### config.mk
export PLATFORM = sky130hd
export DESIGN_NAME = decimal_number_glyph_overlay_unit_flat
export DESIGN_NICKNAME = d
export VERILOG_FILES = /design/src/rtl/core/dngo_pkg.sv /design/src/rtl/core/dngo_ifs.sv /design/src/rtl/core/decimal_number_glyph_overlay_unit.sv /design/src/flat_wrapper.sv
export VERILOG_INCLUDE_DIRS = /design/src /design/src/rtl/core
export SDC_FILE = /design/constraint.sdc
export NUM_CORES = 1
export LEC_CHECK = 0
export BUFFER_PORTS_ARGS = -buffer_cell sky130_fd_sc_hd__buf_2
export CORE_MARGIN = 2
export CORE_UTILIZATION = 30
export CTS_BUF_LIST = sky130_fd_sc_hd__clkbuf_4
export CTS_CLUSTER_SIZE = 40
export DETAILED_ROUTE_END_ITERATION = 7
export REMOVE_ABC_BUFFERS = 1
export SYNTH_ARGS = -nofsm -noshare
export SYNTH_HDL_FRONTEND = slang
export SYNTH_SLANG_ARGS = --single-unit
### constraint.sdc
create_clock -name clock -period 6 [get_ports clock]
set_input_delay 0.9 -clock clock [delete_from_list [all_inputs] [get_ports clock]]
set_output_delay 0.9 -clock clock [all_outputs]
set_load 0.02 [all_outputs]
### src/rtl/core/assert_macros.svh
// Assertion macros shared by the RTL files.
`ifndef ASSERT_MACROS_SVH
`define ASSERT_MACROS_SVH

// Implication checked at every rising clock edge, muted during reset.
`define ASSERT_CLK(label, clk, rst, prop, msg) \
   label: assert property (@(posedge clk) disable iff (rst) (prop)) else $error(msg);

// Implication checked at every rising clock edge, reset included.
`define ASSERT_ALWAYS(label, clk, prop, msg) \
   label: assert property (@(posedge clk) (prop)) else $error(msg);

`endif

### src/rtl/core/dngo_pkg.sv
// Package: types, constants and glyph bitmaps of the number overlay.
package dngo_pkg;

   localparam int VALUE_W = 16;
   localparam int COORD_W = 12;
   localparam int CODE_W  = 4;
   localparam int CSR_IDX_W = 2;

   localparam logic [CSR_IDX_W-1:0] CSR_SHOWN_VALUE = 2'd0;
   localparam logic [CSR_IDX_W-1:0] CSR_ANCHOR_ROW  = 2'd1;
   localparam logic [CSR_IDX_W-1:0] CSR_ANCHOR_COL  = 2'd2;

   localparam int GLYPH_COLS = 6;
   localparam int GLYPH_ROWS = 7;
   localparam int GLYPH_CODES = 10;

   // x / 10 == (x * 0xCCCD) >> 19 for every 16-bit x
   localparam logic [VALUE_W-1:0] DIV10_RECIP = 16'hCCCD;
   localparam int DIV10_SHIFT = 19;
   localparam logic [CODE_W-1:0] MAX_CODE = 4'd9;

   typedef logic [GLYPH_COLS-1:0] glyph_row_type;
   typedef glyph_row_type glyph_type [0:GLYPH_ROWS-1];

   // leftmost glyph column in bit 5
   localparam glyph_type GLYPHS [0:GLYPH_CODES-1] = '{
      '{6'h1C, 6'h22, 6'h22, 6'h22, 6'h22, 6'h22, 6'h1C},
      '{6'h08, 6'h18, 6'h08, 6'h08, 6'h08, 6'h08, 6'h3E},
      '{6'h1C, 6'h22, 6'h02, 6'h04, 6'h08, 6'h10, 6'h3E},
      '{6'h1C, 6'h22, 6'h02, 6'h0C, 6'h02, 6'h22, 6'h1C},
      '{6'h04, 6'h0C, 6'h14, 6'h24, 6'h3E, 6'h04, 6'h04},
      '{6'h3E, 6'h20, 6'h3C, 6'h02, 6'h02, 6'h22, 6'h1C},
      '{6'h1C, 6'h22, 6'h20, 6'h3C, 6'h22, 6'h22, 6'h1C},
      '{6'h3E, 6'h02, 6'h04, 6'h08, 6'h08, 6'h08, 6'h08},
      '{6'h1C, 6'h22, 6'h22, 6'h1C, 6'h22, 6'h22, 6'h1C},
      '{6'h1C, 6'h22, 6'h22, 6'h1E, 6'h02, 6'h22, 6'h1C}
   };

endpackage

### src/rtl/core/dngo_ifs.sv
// Valid/ready channel interfaces for pixel requests and overlay responses.
interface dngo_req_if;
   logic                         valid;
   logic                         ready;
   logic [dngo_pkg::COORD_W-1:0] pixel_row;
   logic [dngo_pkg::COORD_W-1:0] pixel_col;

   modport source (output valid, output pixel_row, output pixel_col, input ready);
   modport sink   (input valid, input pixel_row, input pixel_col, output ready);
endinterface

interface dngo_rsp_if;
   logic valid;
   logic ready;
   logic covered;
   logic lit;

   modport source (output valid, output covered, output lit, input ready);
   modport sink   (input valid, input covered, input lit, output ready);
endinterface

### src/rtl/core/decimal_number_glyph_overlay_unit.sv
// Top level: decimal number glyph overlay on a streamed pixel raster.
// One pixel beat is accepted per clock unless back-pressure or a digit pass
// (req_bus.ready low) holds it; it then goes through the input register and
// the result register. A nonzero shown_value write starts digit extraction,
// one decimal digit per clock via a divide-by-ten multiplier unless a CSR
// write holds it, up to MAX_DIGITS digits. Anchor writes apply at once.
`include "assert_macros.svh"

module decimal_number_glyph_overlay_unit #(
   parameter int MAX_DIGITS  = 5,
   parameter int IMAGE_DIM   = 4096,
   parameter int CELL_WIDTH  = 5,
   parameter int CELL_HEIGHT = 6
) (
   input  logic                           clock,
   input  logic                           reset,
   dngo_req_if.sink                       req_bus,
   dngo_rsp_if.source                     rsp_bus,
   input  logic                           csr_we,
   input  logic [dngo_pkg::CSR_IDX_W-1:0] csr_index,
   input  logic [dngo_pkg::VALUE_W-1:0]   csr_wdata
);
   import dngo_pkg::*;

   localparam int CNT_W = $clog2(MAX_DIGITS + 1);
   localparam int IDX_W = (MAX_DIGITS > 1) ? $clog2(MAX_DIGITS) : 1;
   localparam int DIGIT_SPAN = GLYPH_COLS * CELL_WIDTH;
   localparam int GLYPH_SPAN = GLYPH_ROWS * CELL_HEIGHT;
   localparam int DIM_W = 17;
   localparam logic [DIM_W-1:0] IMAGE_LIM = DIM_W'(IMAGE_DIM);
   localparam int DW = COORD_W + 1;

   // configuration and digit state
   logic [COORD_W-1:0] anchor_row_ff, anchor_col_ff;
   logic [CODE_W-1:0]  digits_ff [0:MAX_DIGITS-1];
   logic [CNT_W-1:0]   count_ff;
   logic               busy_ff;
   logic               neg_ff;
   logic [VALUE_W-1:0] mag_ff;

   logic [VALUE_W-1:0]   wr_mag;
   logic [2*VALUE_W-1:0] div_prod;
   logic [VALUE_W-1:0]   div_q;
   logic [VALUE_W-1:0]   div_r;

   assign wr_mag   = csr_wdata[VALUE_W-1] ? (~csr_wdata + 1'b1) : csr_wdata;
   assign div_prod = mag_ff * DIV10_RECIP;
   assign div_q    = VALUE_W'(div_prod >> DIV10_SHIFT);
   assign div_r    = mag_ff - ((div_q << 3) + (div_q << 1));

   always_ff @(posedge clock) begin
      if (reset) begin
         anchor_row_ff <= '0;
         anchor_col_ff <= '0;
         count_ff      <= '0;
         busy_ff       <= 1'b0;
         for (int i = 0; i < MAX_DIGITS; i++) begin
            digits_ff[i] <= '0;
         end
      end else if (csr_we) begin
         unique case (csr_index)
            CSR_SHOWN_VALUE: begin
               neg_ff   <= csr_wdata[VALUE_W-1];
               mag_ff   <= wr_mag;
               count_ff <= '0;
               busy_ff  <= (wr_mag != '0);
               for (int i = 0; i < MAX_DIGITS; i++) begin
                  digits_ff[i] <= '0;
               end
            end
            CSR_ANCHOR_ROW: anchor_row_ff <= csr_wdata[COORD_W-1:0];
            CSR_ANCHOR_COL: anchor_col_ff <= csr_wdata[COORD_W-1:0];
            default: ;
         endcase
      end else if (busy_ff) begin
         digits_ff[count_ff[IDX_W-1:0]] <= neg_ff ? '0 : div_r[CODE_W-1:0];
         count_ff <= count_ff + 1'b1;
         mag_ff   <= div_q;
         busy_ff  <= (div_q != '0) && (count_ff != CNT_W'(MAX_DIGITS - 1));
      end
   end

   // pixel pipeline: input register, then result register
   logic               s1_valid_ff;
   logic [COORD_W-1:0] s1_row_ff, s1_col_ff;
   logic               rsp_valid_ff, covered_ff, lit_ff;
   logic               rsp_free, s1_free;

   assign rsp_free      = !rsp_valid_ff || rsp_bus.ready;
   assign s1_free       = !s1_valid_ff || rsp_free;
   assign req_bus.ready = s1_free && !busy_ff;

   always_ff @(posedge clock) begin
      if (reset) begin
         s1_valid_ff <= 1'b0;
      end else if (s1_free) begin
         s1_valid_ff <= req_bus.valid && !busy_ff;
      end
   end

   always_ff @(posedge clock) begin
      if (req_bus.valid && req_bus.ready) begin
         s1_row_ff <= req_bus.pixel_row;
         s1_col_ff <= req_bus.pixel_col;
      end
   end

   logic signed [DW-1:0] dr, dc;
   logic [DW-1:0]        dc_lim;
   logic [COORD_W-1:0]   drm1, dcm1, col_off;
   logic [IDX_W-1:0]     k;
   logic [2:0]           m, n;
   logic [CODE_W-1:0]    code;
   logic [2:0]           grow;
   logic                 in_image, covered_in, lit_in;

   always_comb begin
      dr     = $signed({1'b0, anchor_row_ff}) - $signed({1'b0, s1_row_ff});
      dc     = $signed({1'b0, anchor_col_ff}) - $signed({1'b0, s1_col_ff});
      dc_lim = DW'(count_ff) * DW'(DIGIT_SPAN);
      drm1   = dr[COORD_W-1:0] - 1'b1;
      dcm1   = dc[COORD_W-1:0] - 1'b1;
      in_image = ({{(DIM_W-COORD_W){1'b0}}, s1_row_ff} < IMAGE_LIM)
              && ({{(DIM_W-COORD_W){1'b0}}, s1_col_ff} < IMAGE_LIM);
      covered_in = in_image
                && !dr[DW-1] && (dr != '0) && (dr <= DW'(GLYPH_SPAN))
                && !dc[DW-1] && (dc != '0) && ({1'b0, dc[COORD_W-1:0]} <= dc_lim);

      k = '0;
      for (int j = 1; j < MAX_DIGITS; j++) begin
         if (dcm1 >= COORD_W'(j * DIGIT_SPAN)) k = IDX_W'(j);
      end
      col_off = dcm1 - COORD_W'(COORD_W'(k) * COORD_W'(DIGIT_SPAN));
      m = '0;
      for (int j = 1; j < GLYPH_COLS; j++) begin
         if (col_off >= COORD_W'(j * CELL_WIDTH)) m = 3'(j);
      end
      n = '0;
      for (int j = 1; j < GLYPH_ROWS; j++) begin
         if (drm1 >= COORD_W'(j * CELL_HEIGHT)) n = 3'(j);
      end
      grow = 3'(GLYPH_ROWS - 1) - n;
      code = digits_ff[k];
      if (code > MAX_CODE) code = '0;
      lit_in = covered_in && GLYPHS[code][grow][m];
   end

   always_ff @(posedge clock) begin
      if (reset) begin
         rsp_valid_ff <= 1'b0;
      end else if (rsp_free) begin
         rsp_valid_ff <= s1_valid_ff;
      end
   end

   always_ff @(posedge clock) begin
      if (rsp_free && s1_valid_ff) begin
         covered_ff <= covered_in;
         lit_ff     <= lit_in;
      end
   end

   assign rsp_bus.valid   = rsp_valid_ff;
   assign rsp_bus.covered = covered_ff;
   assign rsp_bus.lit     = lit_ff;

   logic zero_wr;
   assign zero_wr = csr_we && (csr_index == CSR_SHOWN_VALUE) && (csr_wdata == '0);

   `ASSERT_ALWAYS(a_no_accept_while_busy, clock, busy_ff |-> !req_bus.ready, "ready while busy")
   `ASSERT_CLK(a_count_bound, clock, reset, count_ff <= CNT_W'(MAX_DIGITS), "count overflow")
   `ASSERT_CLK(a_lit_needs_cover, clock, reset, rsp_valid_ff && lit_ff |-> covered_ff, "lit uncovered")
   `ASSERT_CLK(a_zero_value_empty, clock, reset, zero_wr |=> count_ff == '0 && !busy_ff, "digits left")

endmodule
### src/flat_wrapper.sv
// flat-port wrapper written by rule: the top's interface ports become plain ports
module decimal_number_glyph_overlay_unit_flat import dngo_pkg::*;
#(
   parameter int MAX_DIGITS  = 5,
   parameter int IMAGE_DIM   = 4096,
   parameter int CELL_WIDTH  = 5,
   parameter int CELL_HEIGHT = 6
)
  (clock, reset, csr_we, csr_index, csr_wdata, req_bus_valid, req_bus_pixel_row, req_bus_pixel_col, req_bus_ready, rsp_bus_valid, rsp_bus_covered, rsp_bus_lit, rsp_bus_ready);
  dngo_req_if req_bus_i ();
  dngo_rsp_if rsp_bus_i ();
  input  logic clock;
  input  logic reset;
  input  logic csr_we;
  input  logic [dngo_pkg::CSR_IDX_W-1:0] csr_index;
  input  logic [dngo_pkg::VALUE_W-1:0] csr_wdata;
  input wire logic [$bits(req_bus_i.valid)-1:0] req_bus_valid;
  input wire logic [$bits(req_bus_i.pixel_row)-1:0] req_bus_pixel_row;
  input wire logic [$bits(req_bus_i.pixel_col)-1:0] req_bus_pixel_col;
  output wire logic [$bits(req_bus_i.ready)-1:0] req_bus_ready;
  output wire logic [$bits(rsp_bus_i.valid)-1:0] rsp_bus_valid;
  output wire logic [$bits(rsp_bus_i.covered)-1:0] rsp_bus_covered;
  output wire logic [$bits(rsp_bus_i.lit)-1:0] rsp_bus_lit;
  input wire logic [$bits(rsp_bus_i.ready)-1:0] rsp_bus_ready;
  assign req_bus_i.valid = req_bus_valid;
  assign req_bus_i.pixel_row = req_bus_pixel_row;
  assign req_bus_i.pixel_col = req_bus_pixel_col;
  assign req_bus_ready = req_bus_i.ready;
  assign rsp_bus_valid = rsp_bus_i.valid;
  assign rsp_bus_covered = rsp_bus_i.covered;
  assign rsp_bus_lit = rsp_bus_i.lit;
  assign rsp_bus_i.ready = rsp_bus_ready;
  decimal_number_glyph_overlay_unit #(.MAX_DIGITS(MAX_DIGITS), .IMAGE_DIM(IMAGE_DIM), .CELL_WIDTH(CELL_WIDTH), .CELL_HEIGHT(CELL_HEIGHT)) u_core (.clock(clock), .reset(reset), .req_bus(req_bus_i), .rsp_bus(rsp_bus_i), .csr_we(csr_we), .csr_index(csr_index), .csr_wdata(csr_wdata));
endmodule
==> metrics.md, run 1 <==
| Metric | Value |
|---|---|
| Clk Latency, worst-skew pair | `0.51 ns` |
| Post-synthesis cell type count | `99` |
| Fill count | `4118` |
| Reg clk slew, reported paths | `0.17 ns` |
| Final antenna-violating net count | `0` |
| Largest net degree at the start of global routing | `36` |
| Num CTS Buffers | `9` |
| Slack of the critical path | `-0.2753 ns` |
| DR vias | `10670` |
| Top FF cell, synth | `edfxtp_1` |
| Reg2reg setup slack | `-0.28 ns` |
| Tmin final | `6.275 ns` |
| Final period util | `1.046` |
| H-tree levels | `3` |
| Post-synthesis cell count | `1380` |
| Die area | `42740 sq um` |
| Crit start category | `register` |
| Share of layout cells above drive strength 1 | `0.2464` |
| Setup TNS | `-0.2753 ns` |
| Wirelength per Cell | `15.77 um` |
| GRT busiest layer | `met2` |
| Slew headroom | `0.3724` |
| Slowest-stage cell, CP | `fa_2` |
| First DRT Iteration DRCs | `642` |
| Clock Sinks | `93` |
| CP dominant cell by count | `buf_4` |
| Buffer levels on the longest clock path | `2` |
| Worst EP required | `6.29 ns` |
| Worst hold path type | `register to register` |
| Final core occ | `0.3763` |
| Residual DRC count | `0` |
| EDFF count, synth | `63` |
| Yosys Warn Count | `0` |
| # port buffers | `50` |
| Vias/cell | `4.973` |
| #FFs+latches synth | `93` |
| Setup CP Type | `register to register` |
| Final nets | `1932` |
| First-pass GRT wire length | `55.72 mm` |
| Final Wtd Congestion | `0.9175` |
| Core area | `40740 sq um` |
| Hold Startpoint | `u_core.anchor_col_ff[8]$_SDFFE_PP0P_` |
| Sequential cell area fraction in the yosys report | `0.2021` |
| Post-route design area | `15330 sq um` |
| Row count | `74` |
| Max-Cap Viols | `0` |
| DRT Pass-1 Iters | `5` |
| Worst path max stage delay | `0.56 ns` |
| Placed insts | `2089` |
| M2 GR Usage | `0.2782` |
| Post-Route WL | `33.83 mm` |
| Synth Area per Inst | `8.935 sq um` |
| Synthesis-to-finish area growth | `24.33%` |
| Reg2reg start | `u_core.s1_col_ff[0]$_DFFE_PP_` |
| Fin cells | `2145` |
| Highest clock rate | `0.1594 GHz` |
| Grt met3 use | `0.01790` |
| Hold Vio Cnt, Final | `0` |
| Data arrival, critical path | `6.56 ns` |
| Starting Density | `0.3027` |
| Async SR Flop Fraction | `0` |
| Post-DP Area | `14290 sq um` |
| Die height | `206.7 um` |
| Initial antenna violation count | `1` |
| Die X | `206.7 um` |
| GRT overflow | `0` |
| Clock skew | `0.02765 ns` |
| Met1 usage | `0.2170` |
| Worst Reg2Reg Path Length in Cells | `33` |
| Setup crit end | `u_core.rsp_bus.lit$_DFFE_PP_` |
| Worst slew pin tran | `0.9386 ns` |
| CTS tree | `yes` |
| CP Max Fanout | `5` |
| I/O pin cnt | `51` |
| Netlist Area Pre-Place | `12330 sq um` |
| Final setup fails | `1` |
| Root buf cell | `clkbuf_4` |
| Tot GR Track Use | `0.1650` |
| Number of global-route vias before repair | `10810` |
| Unrepaired setup endpoints after global routing | `yes` |
| Final slew viol count | `0` |
| Worst Setup End Kind | `register` |
| Setup crit start | `u_core.s1_col_ff[0]$_DFFE_PP_` |
| HPWL Detailed | `27.49 mm` |
| Outcome | `complete, but fails checks` |
| Reg2Reg Capture Point | `u_core.rsp_bus.lit$_DFFE_PP_` |
| Failing checks | `setup timing` |
[cell type report]
| class | instances | area, sq um | share of cell area |
|---|---|---|---|
| Timing Repair Buffer | 250 | 1778 | 0.1160 |
| Multi-Input combinational cell | 1038 | 9463 | 0.6172 |
| Clock buffer | 9 | 67.56 | 0.004407 |
| Antenna cell | 2 | 5.005 | 0.0003264 |
| Tap cell | 532 | 665.6 | 0.04342 |
| Inverter | 214 | 803.3 | 0.05240 |
| Sequential cell | 93 | 2494 | 0.1627 |
| Clock inverter | 7 | 55.05 | 0.003591 |
[per-stage QoR]
step | setup slack [ns] | hold WS, ns
floorplan | -0.5382 | 0.4303
global placement | -0.4025 | 0.4470
detailed placement | -0.5952 | 0.4527
CTS | 0.0004561 | 0.4727
global route | -0.5924 | 0.4951
finish | -0.2753 | 0.4716
[kinds of logic after synthesis]
| group | after synthesis | share of synthesized area |
|---|---|---|
| buf+inv | 249 | 0.07905 |
| flops | 93 | 0.2021 |
| mux | 23 | 0.01948 |
| xor+xnor | 63 | 0.04688 |
| compound gates | 293 | 0.1646 |
| fa+ha+maj | 280 | 0.3375 |
| simple gates | 379 | 0.1504 |
[synthesized netlist by cell type, types with 11 or more instances]
| cell type | n | share of area |
|---|---|---|
| a211oi_1 | 11 | 0.0067 |
| a21o_1 | 15 | 0.0091 |
| a21oi_1 | 72 | 0.029 |
| and2_1 | 13 | 0.0066 |
| clkbuf_1 | 24 | 0.0073 |
| dfxtp_1 | 30 | 0.049 |
| edfxtp_1 | 63 | 0.15 |
| fa_1 | 88 | 0.14 |
| ha_1 | 191 | 0.19 |
| inv_1 | 208 | 0.063 |
| mux2i_1 | 18 | 0.015 |
| nand2_1 | 102 | 0.031 |
| nand2b_1 | 11 | 0.0056 |
| nand3_1 | 38 | 0.015 |
| nand4_1 | 13 | 0.0066 |
| nor2_1 | 99 | 0.030 |
| nor2b_1 | 13 | 0.0066 |
| nor3_1 | 27 | 0.011 |
| nor4_1 | 11 | 0.0056 |
| o21ai_0 | 58 | 0.024 |
| xnor2_1 | 30 | 0.021 |
| xor2_1 | 31 | 0.022 |
[critical path, delay by kind of cell (launching register included)]
kind / cells / cell delay, ns
AOI/OAI and AO/OA: 11 / 1.96
adders and majority gates: 5 / 1.47
buffers and inverters: 10 / 1.19
and+or+nand+nor: 7 / 1.01
DFF: 1 / 0.44
[metal layers]
layer	vias up	routed length [um]
met5	-	0
met3	62	1173
li1	5286	-
met2	227	16060
met1	5092	15410
met4	0	1181
[flip-flops by register name, summed over array words and instances, names as in the netlist]
signal	flops
u_core.anchor_col_ff	12
u_core.anchor_row_ff	12
u_core.busy_ff	1
u_core.count_ff	3
u_core.digits_ff	20
u_core.mag_ff	16
u_core.neg_ff	1
u_core.rsp_bus.covered	1
u_core.rsp_bus.lit	1
u_core.rsp_bus.valid	1
u_core.s1_col_ff	12
u_core.s1_row_ff	12
u_core.s1_valid_ff	1
[how the worst min path moves through the flow]
stage,end,slack (ns),cells after the start
after floorplan,u_core.anchor_col_ff[0]$_SDFFE_PP0P_,0.43,2
after global placement,u_core.anchor_col_ff[6]$_SDFFE_PP0P_,0.45,2
after detailed placement,u_core.anchor_col_ff[7]$_SDFFE_PP0P_,0.45,2
after CTS,u_core.anchor_col_ff[7]$_SDFFE_PP0P_,0.47,2
after global routing,u_core.anchor_col_ff[8]$_SDFFE_PP0P_,0.50,2
final,u_core.anchor_col_ff[8]$_SDFFE_PP0P_,0.47,2
[timing repair]
action,in CTS,in global routing
buffers inserted,29,13
hold buffers,0,0
gates cloned,0,0
endpoints found under the setup margin,23,27
resized for setup,89,48
pin swaps,65,47
[layout by cell type, fill, tap and decap left out, types with 28 or more instances in the layout]
cell type  instances
ha_1             179
buf_2             50
xor2_1            29
a21oi_1           60
inv_1            201
nand2_1           98
fa_1              86
dfxtp_1           29
xnor2_1           28
nand3_1           35
nor2_1            91
edfxtp_1          63
buf_4            193
o21ai_0           46
Power of run 1 is left out: the tool's default activity adds up to more than one toggle a clock period on the data nets, which glitch-free logic cannot reach.
==> run 2, diff against run 1 <==
Clock period 6 ns to 7.9 ns, I/O delays scaled along.
==> metrics.md, run 2 (same netlist as run 1, synthesis figures left out) <==
| Metric | Value |
|---|---|
| Reg with most FFs | `u_core.digits_ff` |
| # port buffers | `50 (unchanged)` |
| Data arrival, critical path | `7.35 ns (+0.79 ns)` |
| Synthesis-to-finish area growth | `7.651%` |
| DR vias | `9887 (-7.3%)` |
| Reg clk slew, reported paths | `0.16 ns (about the same)` |
| Tot GR Track Use | `0.1534 (-0.01153)` |
| Number of flip-flops in the largest register | `20 (unchanged)` |
| Final period util | `0.8977 (-0.1482)` |
| HPWL Detailed | `26.03 mm (-5.3%)` |
| Die X | `206.7 um (unchanged)` |
| Area of the multi-input gates | `8864 sq um (-6.3%)` |
| Outcome | `finished clean` |
| Root buf cell | `clkbuf_4` |
| Setup CP Type | `register to register` |
| First-pass GRT wire length | `52.26 mm (-6.2%)` |
| Core area | `40740 sq um (unchanged)` |
| Number of global-route vias before repair | `10030 (-7.2%)` |
| Final Wtd Congestion | `0.8972 (-2.2%)` |
| Worst Setup End Kind | `register` |
| Post-Route WL | `31.22 mm (-7.7%)` |
| I/O pin cnt | `51 (unchanged)` |
| Final slew viol count | `0 (unchanged)` |
| Met1 usage | `0.2073 (-0.009718)` |
| Final nets | `1740 (-9.9%)` |
| Post-CTS Hold Buffers | `0 (unchanged)` |
| Slowest-stage cell, CP | `a211oi_2` |
| Share of layout cells above drive strength 1 | `0.08245 (-0.1640)` |
| Commonest non-fill, non-tap cell in the layout | `inv_1` |
| Final setup fails | `0 (-1)` |
| GRT busiest layer | `met2` |
| Fill count | `4274 (+3.8%)` |
| Top flop regs | `u_core.digits_ff: 20 flops, u_core.mag_ff: 16 flops` |
| Worst slew pin tran | `0.9108 ns (-0.02771 ns)` |
| Setup TNS | `0 ns (+0.2753 ns)` |
| Worst EP required | `8.16 ns (+1.87 ns)` |
| Row count | `74 (unchanged)` |
| Tmin final | `7.092 ns (+0.8166 ns)` |
| Residual DRC count | `0 (unchanged)` |
| H-tree levels | `3 (unchanged)` |
| Highest clock rate | `0.1410 GHz (-12%)` |
| Slew headroom | `0.3909 (+0.01853)` |
| Wirelength per Cell | `15.98 um (+1.3%)` |
| Clock Sinks | `93 (unchanged)` |
| CP dominant cell by count | `ha_1` |
| Clk Latency, worst-skew pair | `0.48 ns (-0.03 ns)` |
| Post-CTS sizing | `0 (-100%)` |
| GRT overflow | `0 (unchanged)` |
| Grt met3 use | `0.01915 (+0.001256)` |
| Die area | `42740 sq um (unchanged)` |
| Largest net degree at the start of global routing | `36 (unchanged)` |
| M2 GR Usage | `0.2590 (-0.01923)` |
| CP Max Fanout | `8 (+3)` |
| Worst hold path type | `register to register` |
| Clock skew | `0.03316 ns (+0.005510 ns)` |
| Unrepaired setup endpoints after global routing | `no` |
| Setup Fix Bufs, Post-CTS | `0 (-100%)` |
| Final antenna-violating net count | `0 (unchanged)` |
| Buffer levels on the longest clock path | `2 (unchanged)` |
| Die height | `206.7 um (unchanged)` |
| First DRT Iteration DRCs | `551 (-14%)` |
| Max-Cap Viols | `0 (unchanged)` |
| Crit start category | `register` |
| Worst path max stage delay | `0.55 ns (about the same)` |
| DRT Pass-1 Iters | `5 (unchanged)` |
| Num CTS Buffers | `9 (unchanged)` |
| CTS tree | `yes` |
| Commonest non-fill, non-tap cells in the layout | `inv_1, ha_1, nand2_1` |
| Initial antenna violation count | `2 (+1)` |
| Vias/cell | `5.062 (+1.8%)` |
| Starting Density | `0.3027 (unchanged)` |
| Hold Vio Cnt, Final | `0 (unchanged)` |
| FF+latch area | `2492 sq um (about the same)` |
## run 2: cell types whose count changed in the layout (fill, tap and decap cells not counted), sizes merged
| cell | before | now |
|---|---|---|
| clkinv | 3 | 4 |
| inv | 217 | 213 |
| bufinv | 0 | 1 |
| clkbuf | 9 | 11 |
| buf | 250 | 58 |
## run 2: critical path: cells and delay by family (launching register included)
kind / cells / cell delay, ns
AO/OA/AOI/OAI: 12 / 2.79
XOR/XNOR: 1 / 0.35
adder cells (fa/ha/maj): 5 / 1.49
buffers and inverters: 3 / 0.31
flip-flops: 1 / 0.39
AND/OR/NAND/NOR: 8 / 1.55
## run 2: layout make-up
| cell class | instances | share of cell area |
|---|---|---|
| diodes | 2 | 0.0003770 |
| clock buffers | 11 | 0.006221 |
| clock inverters | 5 | 0.003865 |
| inverters | 214 | 0.06051 |
| multi-input cells | 1038 | 0.6677 |
| flip-flops and latches | 93 | 0.1878 |
| well taps | 532 | 0.05015 |
| repair buffers | 58 | 0.02338 |
## run 2: path summary, 6_finish.rpt
check                                                           from  slack (ns)  depth (start not counted)                              endpoint
worst max-delay path                   u_core.s1_col_ff[0]$_DFFE_PP_        0.81                         29          u_core.rsp_bus.lit$_DFFE_PP_
worst min-delay path            u_core.anchor_col_ff[2]$_SDFFE_PP0P_        0.47                          2  u_core.anchor_col_ff[2]$_SDFFE_PP0P_
worst max register to register         u_core.s1_col_ff[0]$_DFFE_PP_        0.81                         29          u_core.rsp_bus.lit$_DFFE_PP_
worst min register to register  u_core.anchor_col_ff[2]$_SDFFE_PP0P_        0.47                          2  u_core.anchor_col_ff[2]$_SDFFE_PP0P_
## run 2: per-layer routing
| metal | vias up | part of all wire |
|---|---|---|
| li1 | 4908 | - |
| met1 | 4725 | 0.46 |
| met2 | 228 | 0.47 |
| met3 | 26 | 0.046 |
| met4 | 0 | 0.020 |
| met5 | - | 0 |
## run 2: through the flow
step,instances,setup WS [ns],cell area (sq um),hold slack [ns],utilization
after floorplan,1345,1.362,12160,0.4303,-
after global placement,1935,1.034,13140,0.4464,0.3224
after detailed placement,1935,0.8399,13140,0.4555,0.3224
after CTS,1951,0.8383,13270,0.4737,0.3257
after global routing,1953,0.1961,13270,0.4946,0.3258
final,1953,0.8081,13270,0.4721,0.3258
Power of run 2 is left out for the same reason.
==> run 3, diff against run 2 <==
Settings changed: RECOVER_POWER set to 100, SLEW_MARGIN set to 20.
==> metrics.md, run 3 (same netlist as run 1, synthesis figures left out) <==
| Metric | Value |
|---|---|
| Outcome | `complete, but fails checks` |
| Failing checks | `capacitance limit, slew limit` |
| Post-CTS sizing | `0 (unchanged)` |
| Commonest non-fill, non-tap cells in the layout | `inv_1, ha_1, nand2_1` |
| Crit start category | `register` |
| Delay-heaviest family, CP | `compound AO/OA/AOI/OAI gates` |
| Clock skew | `0.03217 ns (-0.0009862 ns)` |
| Post-CTS Hold Buffers | `0 (unchanged)` |
| Setup Fix Bufs, Post-CTS | `0 (unchanged)` |
| Worst path max stage delay | `0.56 ns (about the same)` |
| H-tree levels | `3 (unchanged)` |
| Buffer levels on the longest clock path | `2 (unchanged)` |
| Top flop regs | `u_core.digits_ff: 20 flops, u_core.mag_ff: 16 flops` |
| Setup CP Type | `register to register` |
| Root buf cell | `clkbuf_4` |
| Core area | `40740 sq um (unchanged)` |
| Reg with most FFs | `u_core.digits_ff` |
| Starting Density | `0.3027 (unchanged)` |
| Reg2Reg Capture Point | `u_core.rsp_bus.lit$_DFFE_PP_` |
| # port buffers | `50 (unchanged)` |
| Share of layout cells above drive strength 1 | `0.07188 (-0.01057)` |
| Max-Cap Viols | `3 (+3)` |
| Setup crit end | `u_core.rsp_bus.lit$_DFFE_PP_` |
| Die X | `206.7 um (unchanged)` |
| Final period util | `0.9015 (+0.003787)` |
| WP buf/inv | `3 (unchanged)` |
| Final slew viol count | `98 (+98)` |
| Worst Setup End Kind | `register` |
| First-pass GRT wire length | `52.26 mm (unchanged)` |
| GRT overflow | `0 (unchanged)` |
| Post-Route WL | `31.25 mm (about the same)` |
| CP Max Fanout | `8 (unchanged)` |
| Commonest non-fill, non-tap cell in the layout | `inv_1` |
| Slew headroom | `-0.1058 (-0.4967)` |
| Unrepaired setup endpoints after global routing | `no` |
| Reg2reg start | `u_core.s1_col_ff[0]$_DFFE_PP_` |
| Synthesis-to-finish area growth | `7.418%` |
| Tot GR Track Use | `0.1534 (unchanged)` |
| Fill count | `4275 (+0.023%)` |
| I/O pin cnt | `51 (unchanged)` |
| Final antenna-violating net count | `0 (unchanged)` |
| Worst EP required | `8.16 ns (about the same)` |
| CTS tree | `yes` |
| Setup TNS | `0 ns (unchanged)` |
| Slowest-stage cell, CP | `a211oi_2` |
| Reg2reg setup slack | `0.78 ns (-0.03 ns)` |
| Vias/cell | `5.069 (+0.13%)` |
| Tmin final | `7.122 ns (+0.02992 ns)` |
| Number of global-route vias before repair | `10030 (unchanged)` |
| Highest clock rate | `0.1404 GHz (-0.42%)` |
| Num CTS Buffers | `9 (unchanged)` |
| DRT Pass-1 Iters | `5 (unchanged)` |
| Die height | `206.7 um (unchanged)` |
| Reg clk slew, reported paths | `0.16 ns (about the same)` |
| Residual DRC count | `0 (unchanged)` |
| Hold Vio Cnt, Final | `0 (unchanged)` |
| Initial antenna violation count | `1 (-1)` |
| Worst hold path type | `register to register` |
| WHS | `0.4722 ns (+0.00005100 ns)` |
| Crit. path cell count | `29 (unchanged)` |
| Row count | `74 (unchanged)` |
| Data arrival, critical path | `7.39 ns (+0.04 ns)` |
| Final setup fails | `0 (unchanged)` |
| Worst slew pin tran | `1.659 ns (+0.7478 ns)` |
| Clock Sinks | `93 (unchanged)` |
| DR vias | `9895 (+0.081%)` |
| Die area | `42740 sq um (unchanged)` |
| Wirelength per Cell | `16.01 um (+0.15%)` |
| Setup crit start | `u_core.s1_col_ff[0]$_DFFE_PP_` |
| Worst Reg2Reg Path Length in Cells | `29 (unchanged)` |
| First DRT Iteration DRCs | `635 (+15%)` |
| Largest net degree at the start of global routing | `36 (unchanged)` |
| Final nets | `1740 (unchanged)` |
| HPWL Detailed | `26.03 mm (unchanged)` |
| Clk Latency, worst-skew pair | `0.49 ns (about the same)` |
| Hold path depth | `2 (unchanged)` |
| Final Wtd Congestion | `0.8972 (unchanged)` |
| Number of flip-flops in the largest register | `20 (unchanged)` |
==> run 3: through the flow <==
| stage | cell area, sq um | setup slack [ns] | std cells | util |
|---|---|---|---|---|
| after floorplan | 12160 | 1.362 | 1345 | - |
| after global placement | 13140 | 1.034 | 1935 | 0.3224 |
| after detailed placement | 13140 | 0.8399 | 1935 | 0.3224 |
| after CTS | 13270 | 0.8383 | 1951 | 0.3257 |
| after global routing | 13250 | 0.1758 | 1952 | 0.3251 |
| final | 13250 | 0.7781 | 1952 | 0.3251 |
==> run 3: worst min path at each step <==
stage	startpoint	to	slack, ns
floorplan	u_core.anchor_col_ff[0]$_SDFFE_PP0P_	u_core.anchor_col_ff[0]$_SDFFE_PP0P_	0.43
global placement	u_core.anchor_col_ff[4]$_SDFFE_PP0P_	u_core.anchor_col_ff[4]$_SDFFE_PP0P_	0.45
detailed placement	u_core.anchor_col_ff[2]$_SDFFE_PP0P_	u_core.anchor_col_ff[2]$_SDFFE_PP0P_	0.46
CTS	u_core.anchor_col_ff[2]$_SDFFE_PP0P_	u_core.anchor_col_ff[2]$_SDFFE_PP0P_	0.47
global route	u_core.anchor_col_ff[9]$_SDFFE_PP0P_	u_core.anchor_col_ff[9]$_SDFFE_PP0P_	0.49
finish	u_core.anchor_col_ff[2]$_SDFFE_PP0P_	u_core.anchor_col_ff[2]$_SDFFE_PP0P_	0.47
==> run 3: cell type report <==
cell class / instances / area (sq um) / share of cell area
clock buffers: 11 / 82.58 / 0.006235
multi-input cells: 1038 / 8864 / 0.6692
well taps: 532 / 665.6 / 0.05026
flip-flops and latches: 93 / 2492 / 0.1882
inverters: 214 / 803.3 / 0.06065
diodes: 1 / 2.502 / 0.0001889
repair buffers: 58 / 284.0 / 0.02144
clock inverters: 5 / 51.30 / 0.003873
==> run 3: per-layer routing <==
metal / wire length (um) / GRT usage
met1: 14490 / 0.2073
met2: 14560 / 0.2590
met3: 1440 / 0.01915
met4: 755 / 0.04053
met5: 0 / 0
==> run 3: worst reg2reg max path, delay by kind of cell (launching register included) <==
kind | cells | cell delay [ns]
fa+ha+maj | 5 | 1.50
simple gates | 9 | 1.70
xor+xnor | 1 | 0.35
buf+inv | 3 | 0.35
compound gates | 11 | 2.64
flops | 1 | 0.39
Power of run 3 is left out for the same reason.
